`src/hw/rtl/rsgc_pkg.sv`:
```
// Package for the RS steganalysis group counter.
// Field widths, group phase codes and the classifier result type.
// No dependencies.
`default_nettype none

package rsgc_pkg;

  localparam int unsigned COEF_WIDTH  = 16;
  localparam int unsigned COUNT_WIDTH = 32;
  localparam int unsigned OUT_WIDTH   = 32;

  localparam logic [1:0] PHASE_FIRST  = 2'd0;
  localparam logic [1:0] PHASE_MIDDLE = 2'd1;
  localparam logic [1:0] PHASE_LAST   = 2'd2;

  typedef struct packed {
    logic reg_plus;
    logic sng_plus;
    logic reg_minus;
    logic sng_minus;
  } class_t;

endpackage

`default_nettype wire

```
`src/hw/rtl/rsgc_classify.sv`:
```
// Classifies one triple (a, b, c) as regular or singular under both masks.
// Depends on rsgc_pkg.
`default_nettype none

module rsgc_classify #(
  parameter int unsigned CoefWidth = rsgc_pkg::COEF_WIDTH
) (
  input  wire logic signed [CoefWidth-1:0] a_i,
  input  wire logic signed [CoefWidth-1:0] b_i,
  input  wire logic signed [CoefWidth-1:0] c_i,
  output rsgc_pkg::class_t                 class_o
);

  localparam int unsigned NW = CoefWidth + 3;

  logic signed [NW-1:0] a_x, b_x, c_x, b_inc, b_dec, fb_plus, fb_minus;
  logic        [NW-1:0] n_base, n_plus, n_minus;

  function automatic logic [NW-1:0] noise3(input logic signed [NW-1:0] a,
                                           input logic signed [NW-1:0] b,
                                           input logic signed [NW-1:0] c);
    logic signed [NW-1:0] d0, d1;
    logic        [NW-1:0] s;
    d0 = b - a;
    d1 = c - b;
    if (d0 < 0) d0 = -d0;
    if (d1 < 0) d1 = -d1;
    s = NW'(d0) + NW'(d1);
    return s >> 1;
  endfunction

  always_comb begin
    a_x      = NW'(a_i);
    b_x      = NW'(b_i);
    c_x      = NW'(c_i);
    b_inc    = b_x + NW'(1);
    b_dec    = b_x - NW'(1);
    // even: plus goes up, minus goes down; odd: the reverse
    fb_plus  = b_i[0] ? b_dec : b_inc;
    fb_minus = b_i[0] ? b_inc : b_dec;
    n_base   = noise3(a_x, b_x, c_x);
    n_plus   = noise3(a_x, fb_plus, c_x);
    n_minus  = noise3(a_x, fb_minus, c_x);
    class_o.reg_plus  = n_plus > n_base;
    class_o.sng_plus  = n_plus < n_base;
    class_o.reg_minus = n_minus > n_base;
    class_o.sng_minus = n_minus < n_base;
  end

endmodule

`default_nettype wire

```
`src/hw/rtl/rs_steganalysis_group_counter.sv`:
```
// RS steganalysis group counter: registered input stage and registered valid_o.
// Throughput one item per cycle; an item marked last stalls the input only while
// the previous result still waits in the output register.
// rst_ni (async, active low) clears phase, counters and valid flags.
// Depends on rsgc_pkg and rsgc_classify.
`default_nettype none

module rs_steganalysis_group_counter #(
  parameter int unsigned CoefWidth  = rsgc_pkg::COEF_WIDTH,
  parameter int unsigned CountWidth = rsgc_pkg::COUNT_WIDTH
) (
  input  wire logic                             clk_i,
  input  wire logic                             rst_ni,
  input  wire logic                             valid_i,
  output logic                                  stall_o,
  input  wire logic signed [CoefWidth-1:0]      coefficient_i,
  input  wire logic                             last_coefficient_i,
  output logic                                  valid_o,
  input  wire logic                             stall_i,
  output logic [rsgc_pkg::OUT_WIDTH-1:0]        regular_plus_o,
  output logic [rsgc_pkg::OUT_WIDTH-1:0]        singular_plus_o,
  output logic [rsgc_pkg::OUT_WIDTH-1:0]        regular_minus_o,
  output logic [rsgc_pkg::OUT_WIDTH-1:0]        singular_minus_o,
  output logic [rsgc_pkg::OUT_WIDTH-1:0]        coefficient_total_o
);

  localparam int unsigned OW = rsgc_pkg::OUT_WIDTH;
  localparam int unsigned EW = (CountWidth > OW) ? CountWidth : OW;

  // input stage
  logic                        in_valid_q;
  logic signed [CoefWidth-1:0] in_coef_q;
  logic                        in_last_q;
  logic                        blocked, fire;

  // group state
  logic [1:0]                  phase_q, phase_d;
  logic signed [CoefWidth-1:0] first_q, first_d, middle_q, middle_d;
  logic [CountWidth-1:0]       rp_q, rp_d, sp_q, sp_d, rm_q, rm_d, sm_q, sm_d;
  logic [CountWidth-1:0]       seen_q, seen_d;
  logic [CountWidth-1:0]       rp_n, sp_n, rm_n, sm_n, seen_n;

  // output register
  logic                        out_valid_q, out_valid_d;
  logic [OW-1:0]               rp_out_q, sp_out_q, rm_out_q, sm_out_q, tot_out_q;

  rsgc_pkg::class_t            cls;

  function automatic logic [CountWidth-1:0] sat_inc(input logic [CountWidth-1:0] v,
                                                    input logic                  en);
    return (en && (v != '1)) ? v + CountWidth'(1) : v;
  endfunction

  function automatic logic [OW-1:0] to_out(input logic [CountWidth-1:0] v);
    logic [EW-1:0] x;
    x = EW'(v);
    return x[OW-1:0];
  endfunction

  rsgc_classify #(
    .CoefWidth(CoefWidth)
  ) u_classify (
    .a_i     (first_q),
    .b_i     (middle_q),
    .c_i     (in_coef_q),
    .class_o (cls)
  );

  assign blocked = in_last_q && out_valid_q && stall_i;
  assign stall_o = in_valid_q && blocked;
  assign fire    = in_valid_q && !blocked;

  always_ff @(posedge clk_i or negedge rst_ni) begin
    if (!rst_ni) begin
      in_valid_q <= 1'b0;
    end else if (!stall_o) begin
      in_valid_q <= valid_i;
    end
  end

  always_ff @(posedge clk_i) begin
    if (!stall_o && valid_i) begin
      in_coef_q <= coefficient_i;
      in_last_q <= last_coefficient_i;
    end
  end

  always_comb begin
    phase_d  = phase_q;
    first_d  = first_q;
    middle_d = middle_q;
    rp_n     = rp_q;
    sp_n     = sp_q;
    rm_n     = rm_q;
    sm_n     = sm_q;
    case (phase_q)
      rsgc_pkg::PHASE_MIDDLE: begin
        middle_d = in_coef_q;
        phase_d  = rsgc_pkg::PHASE_LAST;
      end
      rsgc_pkg::PHASE_LAST: begin
        rp_n    = sat_inc(rp_q, cls.reg_plus);
        sp_n    = sat_inc(sp_q, cls.sng_plus);
        rm_n    = sat_inc(rm_q, cls.reg_minus);
        sm_n    = sat_inc(sm_q, cls.sng_minus);
        phase_d = rsgc_pkg::PHASE_FIRST;
      end
      default: begin
        first_d = in_coef_q;
        phase_d = rsgc_pkg::PHASE_MIDDLE;
      end
    endcase
    seen_n = sat_inc(seen_q, 1'b1);
    rp_d   = rp_n;
    sp_d   = sp_n;
    rm_d   = rm_n;
    sm_d   = sm_n;
    seen_d = seen_n;
    if (in_last_q) begin
      phase_d  = rsgc_pkg::PHASE_FIRST;
      first_d  = '0;
      middle_d = '0;
      rp_d     = '0;
      sp_d     = '0;
      rm_d     = '0;
      sm_d     = '0;
      seen_d   = '0;
    end
  end

  always_ff @(posedge clk_i or negedge rst_ni) begin
    if (!rst_ni) begin
      phase_q  <= rsgc_pkg::PHASE_FIRST;
      first_q  <= '0;
      middle_q <= '0;
      rp_q     <= '0;
      sp_q     <= '0;
      rm_q     <= '0;
      sm_q     <= '0;
      seen_q   <= '0;
    end else if (fire) begin
      phase_q  <= phase_d;
      first_q  <= first_d;
      middle_q <= middle_d;
      rp_q     <= rp_d;
      sp_q     <= sp_d;
      rm_q     <= rm_d;
      sm_q     <= sm_d;
      seen_q   <= seen_d;
    end
  end

  always_comb begin
    out_valid_d = out_valid_q && stall_i;
    if (fire && in_last_q) begin
      out_valid_d = 1'b1;
    end
  end

  always_ff @(posedge clk_i or negedge rst_ni) begin
    if (!rst_ni) begin
      out_valid_q <= 1'b0;
    end else begin
      out_valid_q <= out_valid_d;
    end
  end

  always_ff @(posedge clk_i) begin
    if (fire && in_last_q) begin
      rp_out_q  <= to_out(rp_n);
      sp_out_q  <= to_out(sp_n);
      rm_out_q  <= to_out(rm_n);
      sm_out_q  <= to_out(sm_n);
      tot_out_q <= to_out(seen_n);
    end
  end

  assign valid_o             = out_valid_q;
  assign regular_plus_o      = rp_out_q;
  assign singular_plus_o     = sp_out_q;
  assign regular_minus_o     = rm_out_q;
  assign singular_minus_o    = sm_out_q;
  assign coefficient_total_o = tot_out_q;

endmodule

`default_nettype wire

```
`config.mk`:
```
export PLATFORM = sky130hd
export DESIGN_NAME = rs_steganalysis_group_counter
export DESIGN_NICKNAME = d
export VERILOG_FILES = /design/src/hw/rtl/rsgc_pkg.sv /design/src/hw/rtl/rsgc_classify.sv /design/src/hw/rtl/rs_steganalysis_group_counter.sv
export SDC_FILE = /design/constraint.sdc
export NUM_CORES = 1
export LEC_CHECK = 0
export ABC_AREA = 1
export BUFFER_PORTS_ARGS = -buffer_cell sky130_fd_sc_hd__buf_2
export CAP_MARGIN = 10
export CORE_UTILIZATION = 26
export DETAILED_ROUTE_END_ITERATION = 10
export SLEW_MARGIN = 20
export SYNTH_ARGS = -nofsm -noshare
export SYNTH_HDL_FRONTEND = slang
export SYNTH_SLANG_ARGS = --single-unit
```
`constraint.sdc`:
```
create_clock -name clk_i -period 8 [get_ports clk_i]
set_clock_uncertainty 0.05 [all_clocks]
set_input_delay 1.2 -clock clk_i [delete_from_list [all_inputs] [get_ports clk_i]]
set_output_delay 1.2 -clock clk_i [all_outputs]
set_load 0.005 [all_outputs]
```
After elaboration in Yosys (flattened, before gate mapping)
Cells that the tools add are included.

word-level totals
  register bits = 373
  bits in latches = 0
  RAM bits = 0
  ROM bits = 0
  input port bits = 21
  memories = 0

operators by class
  add/subtract/negate cells = 22
  $mul = 0
  div/mod/pow operators = 0
  order comparisons = 10
  eq/ne operators = 8
  shifts and indexed selects = 0
  multiplexer cells = 29
  bitwise logic cells = 0
  reductions and logical operators = 17

operators by type and width
  operator               count
  $mux 32                14
  $add 32x1->32 const B  5
  $ne 32x32->1 const B   5
  $mux 19                8
  $lt 19x1->1 const B    4
  $neg 19->19            4
  $mux 16                4
  $add 19x19->19         3
  $neg 17->19            2
  $sub 16x19->19         2
  $sub 19x16->19         2
  $gt 18x18->1           2
  $lt 18x18->1           2
  $lt 17x1->1 const B    2
  $sub 16x16->17         2
  $add 16x2->17 const B  1
  $sub 16x2->17 const B  1
  $logic_and 1x1->1      11
  $pmux 2 s2             1
  $reduce_and 2->1       2
  $eq 2x1->1 const B     1
  $eq 2x2->1 const B     1
  $logic_not 1->1        2
  $mux 2                 1
  other kinds (4)        4

Depth between registers and ports, before layout
Gate-level depths: netlist of run 1.

  word-level depth = 11
  gate-level depth with buffers = 51
  depth with buffers taken out = 48

Cells and area by module
A second synthesis of run 1 with hierarchy kept.

unflattened totals
  cells, all modules = 4454
  area, all modules = 30869.6 um2

by module, submodules not included
  module                         times used  cells each  area each (um2)  seq. area each (um2)
  rs_steganalysis_group_counter  1           2107        18166.2          10219.8
  rsgc_classify                  1           2347        12703.4          0.0

Worst setup path before layout of run 1
OpenSTA, ideal clock, no wires.

  path type = register to register
  from = reg middle_q[0]
  to = reg rp_out_q[27] (netlist: regular_plus_o[27]), data pin
  setup time = 0.255 ns
  arrival time = 6.730 ns
  data required time = 7.695 ns
  slack = 0.965 ns
  stages on the path, launching flop included = 43
  cell sequence = dfrtp_1 -> buf_2 -> clkinv_2 -> clkbuf_1 -> ha_1 -> nand3_1 -> nor2_1 -> nand3_1 -> nor2_1 -> nand2_1 -> nor3_2 -> xor2_1 -> o21ai_0 -> ha_1 -> nand2_1 -> o21ai_0 -> a21oi_1 -> nand2_1 -> [... 7 more ...] -> ha_1 -> a21oi_1 -> o21ai_0 -> a21oi_1 -> o21ai_0 -> a21oi_1 -> o21ai_0 -> xor2_1 -> ha_1 -> nand4_1 -> nor2_1 -> o2111ai_2 -> nand3_2 -> nand3_4 -> nor2_4 -> buf_4 -> nand3_1 -> and2_1

between the ends
  cells in the longest elaborated chain, start to end = 10
  elaborated cells between the ends (all ways) = 25
  those cells by class = add/sub: 12; order compare: 5; mux: 7; reduce/logical: 1

ends and longest elaborated chain
  element                                           RTL line                                  text
  start, declared                                   rs_steganalysis_group_counter.sv:38       logic signed [CoefWidth-1:0] first_q, first_d, middle_q, middle_d;
  start signal, assigned                            rs_steganalysis_group_counter.sv:144      middle_q <= middle_d;
  $add 16x2->17 or $sub 16x2->17 (tied branches)    rsgc_classify.sv:36, rsgc_classify.sv:37
  $mux 19                                           rsgc_classify.sv:39                       fb_plus = b_i[0] ? b_dec : b_inc;
  $sub 19x16->19 or $sub 16x19->19 (tied branches)  rsgc_classify.sv:24, rsgc_classify.sv:25
  $neg 19->19 (tied with other cells)               rsgc_classify.sv:26                       if (d0 < 0) d0 = -d0;
  $mux 19 (on tied branches)                        rsgc_classify.sv:26, rsgc_classify.sv:27
  $add 19x19->19                                    rsgc_classify.sv:28                       s = NW'(d0) + NW'(d1);
  $gt 18x18->1 (*)                                  rsgc_classify.sv:44                       class_o.reg_plus = n_plus > n_base;
  $logic_and 1x1->1 (*)                             rs_steganalysis_group_counter.sv:51       return (en && (v != '1)) ? v + CountWidth'(1) : v;
  $mux 32 (*)                                       rs_steganalysis_group_counter.sv:51
  $mux 32 (*)                                       rs_steganalysis_group_counter.sv:96       case (phase_q)
  named net rp_n[27]                                rs_steganalysis_group_counter.sv:41       logic [CountWidth-1:0] rp_n, sp_n, rm_n, sm_n, seen_n;
  end signal, assigned                              rs_steganalysis_group_counter.sv:170      rp_out_q <= to_out(rp_n);
  end, declared                                     rs_steganalysis_group_counter.sv:45       logic [OW-1:0] rp_out_q, sp_out_q, rm_out_q, sm_out_q, tot_out_q;

The timed path passes the listed nets; every way through them passes the cells marked *.
A chain may end at the register's enable or synchronous reset.

Worst setup path after layout of run 1
  from = reg middle_q[1]
  to = reg rm_out_q[9] (netlist: regular_minus_o[9]), data pin

between the ends
  cells in the longest elaborated chain, start to end = 10
  elaborated cells between the ends (all ways) = 25
  those cells by class = add/sub: 12; order compare: 5; mux: 7; reduce/logical: 1

ends and longest elaborated chain
  element                                           RTL line                                  text
  $sub 16x2->17 or $add 16x2->17 (tied branches)    rsgc_classify.sv:37, rsgc_classify.sv:36
  $mux 19                                           rsgc_classify.sv:40                       fb_minus = b_i[0] ? b_inc : b_dec;
  $sub 19x16->19 or $sub 16x19->19 (tied branches)  rsgc_classify.sv:24, rsgc_classify.sv:25
  $neg 19->19 (tied with other cells)               rsgc_classify.sv:26
  $mux 19 (on tied branches)                        rsgc_classify.sv:26, rsgc_classify.sv:27
  $add 19x19->19                                    rsgc_classify.sv:28
  $gt 18x18->1 (*)                                  rsgc_classify.sv:46                       class_o.reg_minus = n_minus > n_base;
  $logic_and 1x1->1 (*)                             rs_steganalysis_group_counter.sv:51
  $mux 32 (*)                                       rs_steganalysis_group_counter.sv:51
  $mux 32 (*)                                       rs_steganalysis_group_counter.sv:96
  named net rm_n[9]                                 rs_steganalysis_group_counter.sv:41
  end signal, assigned                              rs_steganalysis_group_counter.sv:172      rm_out_q <= to_out(rm_n);
  end, declared                                     rs_steganalysis_group_counter.sv:45

Marked as above.

==> flow_metrics.py, run 1 <==
metrics = {
    "status": {
        "status": "completed",
    },
    "clock_network": {
        "cts_tree": "yes",
        "cts_buffer_depth": 3,
        "insertion_delay_ns": 0.64,
        "clkSinkCount": 373,
        "cts_made_buffers": 44,
        "clk_pin_slew_worst_paths_ns": 0.06,
        "cts.htree.levels": 2,
        "root_buffer": "clkbuf_16",
        "cts_hold_buf": 0,
    },
    "setup_path": {
        "required_ns": 8.34,
        "r2r_end": "regular_minus_o[9]$_DFFE_PP_",
        "cp_slowest_cell": "dfrtp_1",
        "cp.arrival_ns": 7.69,
        "rrSetupSlack_ns": 0.65,
        "crit_top_cell": "nand2_1",
        "r2r_cells": 40,
        "endpoint_kind": "flop",
        "crit_type": "flop to flop",
        "slowest_delay_ns": 0.46,
        "startpoint_type": "flop",
        "cp_max_fo": 15,
        "r2r_start": "middle_q[1]$_DFFE_PN0P_",
    },
    "global_routing": {
        "grt_pass1_vias": 27720,
        "grt_use_total_pct": 16.7,
        "grt_start_max_net_pins": 94,
        "grt_first_pass_wirelength_mm": 159,
        "overflow": 0,
        "antenna_found_initial": 4,
    },
    "min_path": {
        "min_from": "rp_q[31]$_DFFE_PN0P_",
        "hold_end": "rp_q[31]$_DFFE_PN0P_",
        "hold_depth": 2,
        "worst_hold_path_type": "flop to flop",
    },
    "die": {
        "die_area_um2": 121000,
        "die_y_um": 347,
        "die_w_um": 347,
        "coreArea_um2": 118000,
        "start_util_pct": 26.2,
        "rows": 126,
        "ios": 183,
    },
    "finish": {
        "final_nets": 4932,
        "utilization_pct": 30.2,
        "multi_input_area_um2": 18300,
        "fillCellCount": 12764,
        "area_growth_pct": 14.9,
        "layout.area.seq_um2": 10200,
        "drive_gt1_share_pct": 8.66,
    },
    "yosys": {
        "async_reset_ff_share_pct": 52.5,
        "synth_area_um2": 31000,
        "yosysUniqueCellTypes": 61,
        "synthFlopType": "dfrtp_1",
        "ys_seq_elements": 373,
        "seq_area_frac_synth_pct": 33.0,
        "syn-instance-count": 4505,
        "yosysWarnings": 0,
        "synth-edff-count": 177,
        "syn_area_per_cell_um2": 6.88,
    },
    "route": {
        "drcViolationCount": 0,
        "first_pass_iters": 6,
        "vias": 29724,
        "wl_per_cell_um": 16.3,
        "drt-total-wl_mm": 102,
        "ant_nets": 0,
        "drtIter0Drc": 2182,
        "avgViaCountPerCell": 4.74,
    },
    "place": {
        "dp_hpwl_mm": 79.7,
        "place_congestion": 0.972,
        "numPortBuffers": 182,
    },
    "timing": {
        "fin_crit_sh_pct": 91.9,
        "fmax_ghz": 0.136,
        "setup_viol": 0,
        "finalHoldViolations": 0,
        "setup_tns_ns": 0,
        "slew_headroom_pct": 35.2,
        "fin_crit_ns": 7.35,
        "slew_viol_final": 0,
        "worst_slew_pin_slew_ns": 0.972,
    },
    "run": {
        "cap_violations": 0,
    },
}
-- routing by layer --
layer	vias up	routed length [um]	GRT usage, %
met5	-	27	0
met3	140	5240	1.77
met2	867	46500	27.7
li1	14978	-	-
met4	4	3320	5.39
met1	13735	47200	22.6
-- worst max-delay path: cells and delay by family (launching register included) --
| family | cells | cell delay [ns] |
|---|---|---|
| adder cells (fa/ha/maj) | 4 | 1.26 |
| flip-flops | 1 | 0.46 |
| buffers and inverters | 3 | 0.40 |
| AO/OA/AOI/OAI | 6 | 1.02 |
| XOR/XNOR | 3 | 0.64 |
| AND/OR/NAND/NOR | 24 | 3.29 |
-- registers in the layout, indices dropped and copies added, names as in the netlist, 32 cells and up --
| name | count |
|---|---|
| regular_minus_o | 32 |
| seen_q | 32 |
| rp_q | 32 |
| coefficient_total_o | 32 |
| singular_minus_o | 32 |
| singular_plus_o | 32 |
| sp_q | 32 |
| sm_q | 32 |
| rm_q | 32 |
| regular_plus_o | 32 |
-- cell usage after synthesis, types with 36 or more instances --
library cell,count,area (um^2)
a21oi_1,170,851
and2_1,57,357
clkbuf_1,47,176
dfrtp_1,196,4900
edfxtp_1,177,5320
ha_1,201,2510
inv_1,579,2170
nand2_1,1593,5980
nand3_1,325,1630
nand3b_1,44,330
nand4_1,76,475
nor2_1,332,1250
nor3_1,66,330
o21ai_0,154,771
o22ai_1,36,225
xnor2_1,59,517
xor2_1,154,1350
-- cells by family after synthesis --
| family | Yosys count | synth area share (%) |
|---|---|---|
| AND/OR/NAND/NOR | 2590 | 36.0 |
| adder cells (fa/ha/maj) | 210 | 8.70 |
| buffers and inverters | 670 | 8.38 |
| other | 1 | 0.0121 |
| XOR/XNOR | 215 | 6.13 |
| flip-flops | 373 | 33.0 |
| AO/OA/AOI/OAI | 446 | 7.84 |
-- how the worst max path moves through the flow --
stage / start / endpoint / slack (ns) / depth (start not counted)
floorplan: middle_q[0]$_DFFE_PN0P_ / regular_plus_o[27]$_DFFE_PP_ / 0.97 / 42
global placement: middle_q[1]$_DFFE_PN0P_ / regular_minus_o[25]$_DFFE_PP_ / 0.20 / 42
detailed placement: middle_q[1]$_DFFE_PN0P_ / regular_minus_o[29]$_DFFE_PP_ / 0.01 / 42
CTS: middle_q[0]$_DFFE_PN0P_ / regular_minus_o[28]$_DFFE_PP_ / 0.10 / 41
global route: middle_q[1]$_DFFE_PN0P_ / singular_plus_o[14]$_DFFE_PP_ / -0.006 / 41
finish: middle_q[1]$_DFFE_PN0P_ / regular_minus_o[9]$_DFFE_PP_ / 0.65 / 40
-- through the flow --
| stage | instance area, um^2 | setup WS [ns] | std cells | hold WS [ns] |
|---|---|---|---|---|
| 2_1_floorplan | 31000 | 0.965 | 4506 | 0.421 |
| 3_3_place_gp | 33800 | 0.201 | 6184 | 0.453 |
| 3_5_place_dp | 33800 | 0.0111 | 6184 | 0.450 |
| 4_1_cts | 35400 | 0.104 | 6266 | 0.471 |
| 5_1_grt | 35600 | -0.00615 | 6273 | 0.508 |
| 6_report | 35600 | 0.645 | 6274 | 0.463 |
-- cell usage in the layout, fill, tap and decap left out, drive strengths merged, types with 2 or more instances in the layout --
cell / instances
a21boi: 4
a21o: 6
a21oi: 171
a22o: 6
a31o: 3
a31oi: 2
and2: 57
and3: 6
buf: 232
bufinv: 8
clkbuf: 57
clkinv: 13
clkinvlp: 2
conb: 2
dfrtp: 196
edfxtp: 177
fa: 9
ha: 201
inv: 589
nand2: 1607
nand3: 336
nand3b: 44
nand4: 78
nor2: 351
nor3: 78
nor3b: 3
nor4: 22
o2111ai: 3
o211ai: 6
o21a: 4
o21ai: 188
o21bai: 10
o22ai: 36
o31ai: 3
or2: 7
xnor2: 59
xor2: 156
-- cell type report --
class / count / area share, %
Timing Repair Buffer: 232 / 3.72
Clock buffer: 57 / 3.26
Antenna cell: 1 / 0.00703
Tap cell: 1536 / 5.40
Inverter: 587 / 6.22
Clock inverter: 25 / 1.21
Sequential cell: 373 / 28.7
Multi-Input combinational cell: 3463 / 51.5
-- what timing repair did --
action | CTS | global route
setup endpoints to repair | 5 | 256
pin swaps | 0 | 4
endpoints found under the hold margin | 0 | 0
gates resized for setup | 2 | 46
setup buffers | 0 | 7
Power of run 1 is left out: the tool's default activity adds up to more than one toggle a clock period on the data nets, which glitch-free logic cannot reach.
==> run 2: changes to the inputs <==
- CELL_PAD_IN_SITES_DETAIL_PLACEMENT: unset -> 1
- CELL_PAD_IN_SITES_GLOBAL_PLACEMENT: unset -> 2
- CTS_BUF_LIST: unset -> sky130_fd_sc_hd__clkbuf_2 sky130_fd_sc_hd__clkbuf_4 sky130_fd_sc_hd__clkbuf_8
- PLACE_DENSITY_LB_ADDON: unset -> 0.1
==> flow_metrics.py, run 2 (synthesized netlist as in run 1, its figures left out) <==
metrics = {
    "setup_path": {
        "cp_slowest_cell": "dfrtp_1",
        "startpoint_type": "flop",
        "rrSetupSlack_ns": 0.64,
        "cp_max_fo": 35,
        "crit_family": "simple AND/OR/NAND/NOR gates",
        "endpoint_kind": "flop",
        "slowest_delay_ns": 0.45,
        "crit_top_cell": "nand2_1",
        "crit_type": "flop to flop",
        "required_ns": 8.39,
        "cp.arrival_ns": 7.75,
        "path_buf_inv": 8,
    },
    "timing": {
        "fin_crit_ns": 7.36,
        "finalHoldViolations": 0,
        "fmax_ghz": 0.136,
        "slew_viol_final": 0,
        "worst_slew_pin_slew_ns": 0.978,
        "setup_viol": 0,
        "fin_crit_sh_pct": 92.0,
        "slew_headroom_pct": 34.8,
        "hold_ws_ns": 0.415,
    },
    "finish": {
        "area_growth_pct": 15.5,
        "final_cell_mix": "1591 x nand2_1, 578 x inv_1, 325 x nand3_1",
        "fillCellCount": 14793,
        "final_nets": 4980,
        "final_common_cell": "nand2_1",
        "drive_gt1_share_pct": 10.2,
    },
    "clock_network": {
        "cts_made_buffers": 73,
        "clkSinkCount": 373,
        "cts.htree.levels": 3,
        "cts_tree": "yes",
        "cts_buffer_depth": 3,
        "insertion_delay_ns": 0.71,
        "clk_pin_slew_worst_paths_ns": 0.06,
        "root_buffer": "clkbuf_8",
    },
    "die": {
        "rows": 126,
        "coreArea_um2": 118000,
        "ios": 183,
        "die_y_um": 347,
        "die_area_um2": 121000,
        "die_w_um": 347,
        "start_util_pct": 26.2,
    },
    "route": {
        "highest_layer": "met5",
        "routedLengthMet1_mm": 60.1,
        "drcViolationCount": 0,
        "wl_met3_mm": 3.61,
        "drt-total-wl_mm": 122,
        "avgViaCountPerCell": 4.67,
        "drtIter0Drc": 1451,
        "ant_nets": 0,
        "first_pass_iters": 5,
        "vias": 29645,
        "wl_per_cell_um": 19.3,
        "met2_length_mm": 55.5,
    },
    "global_routing": {
        "grt_first_pass_wirelength_mm": 187,
        "grt_start_max_net_pins": 124,
        "antenna_found_initial": 3,
        "grt_pass1_vias": 30508,
        "grt_use_total_pct": 20.2,
        "overflow": 0,
    },
    "run": {
        "cap_violations": 0,
    },
    "min_path": {
        "worst_hold_path_type": "primary input to asynchronous set/reset pin",
    },
    "status": {
        "status": "completed",
    },
    "place": {
        "dp_hpwl_mm": 97.1,
        "place_congestion": 0.868,
        "numPortBuffers": 182,
    },
}
run 2: per-stage QoR:
step | worst slack, ns | std cells | instance area [um^2] | util (%) | setup TNS [ns]
finish | 0.643 | 6347 | 35800 | 30.3 | 0
global route | -0.0218 | 6347 | 35800 | 30.3 | -0.101
CTS | 0.133 | 6341 | 35500 | 30.1 | 0
detailed placement | -0.0170 | 6207 | 34000 | 28.8 | -0.0376
global placement | 0.123 | 6207 | 34000 | 28.8 | 0
floorplan | 0.965 | 4506 | 31000 | - | 0
run 2: per-layer routing:
layer	up-vias	track usage, %
met3	129	2.65
met2	377	32.7
met5	-	0
met4	2	5.64
li1	15070	-
met1	14067	27.9
run 2: layout make-up:
class / instances / area (um^2) / share of cell area [%]
Multi-Input combinational cell: 3463 / 18400 / 51.3
Inverter: 587 / 2210 / 6.19
Antenna cell: 3 / 7.51 / 0.0210
Clock buffer: 98 / 1260 / 3.52
Timing Repair Buffer: 251 / 1520 / 4.25
Tap cell: 1536 / 1920 / 5.37
Clock inverter: 36 / 268 / 0.748
Sequential cell: 373 / 10200 / 28.6
run 2: what timing repair did:
item                                   in CTS  in global routing
hold buffers                                0                  0
gates cloned                                0                  1
pin swaps                                   0                  7
endpoints found under the hold margin       0                  0
gates resized for setup                     1                 57
setup endpoints to repair                   4                256
setup buffers                               0                  2
run 2: path summary, 6_finish.rpt:
kind	startpoint	to	cells past startpoint
setup / recovery	middle_q[1]$_DFFE_PN0P_	singular_minus_o[3]$_DFFE_PP_	42
min in group clk_i	rp_q[31]$_DFFE_PN0P_	rp_q[31]$_DFFE_PN0P_	2
setup reg to reg	middle_q[1]$_DFFE_PN0P_	singular_minus_o[3]$_DFFE_PP_	42
hold reg to reg	rp_q[31]$_DFFE_PN0P_	rp_q[31]$_DFFE_PN0P_	2
hold / removal	rst_ni	seen_q[13]$_DFFE_PN0P_	1
max in group asynchronous	rst_ni	first_q[6]$_DFFE_PN0P_	2
Power of run 2 is left out for the same reason.
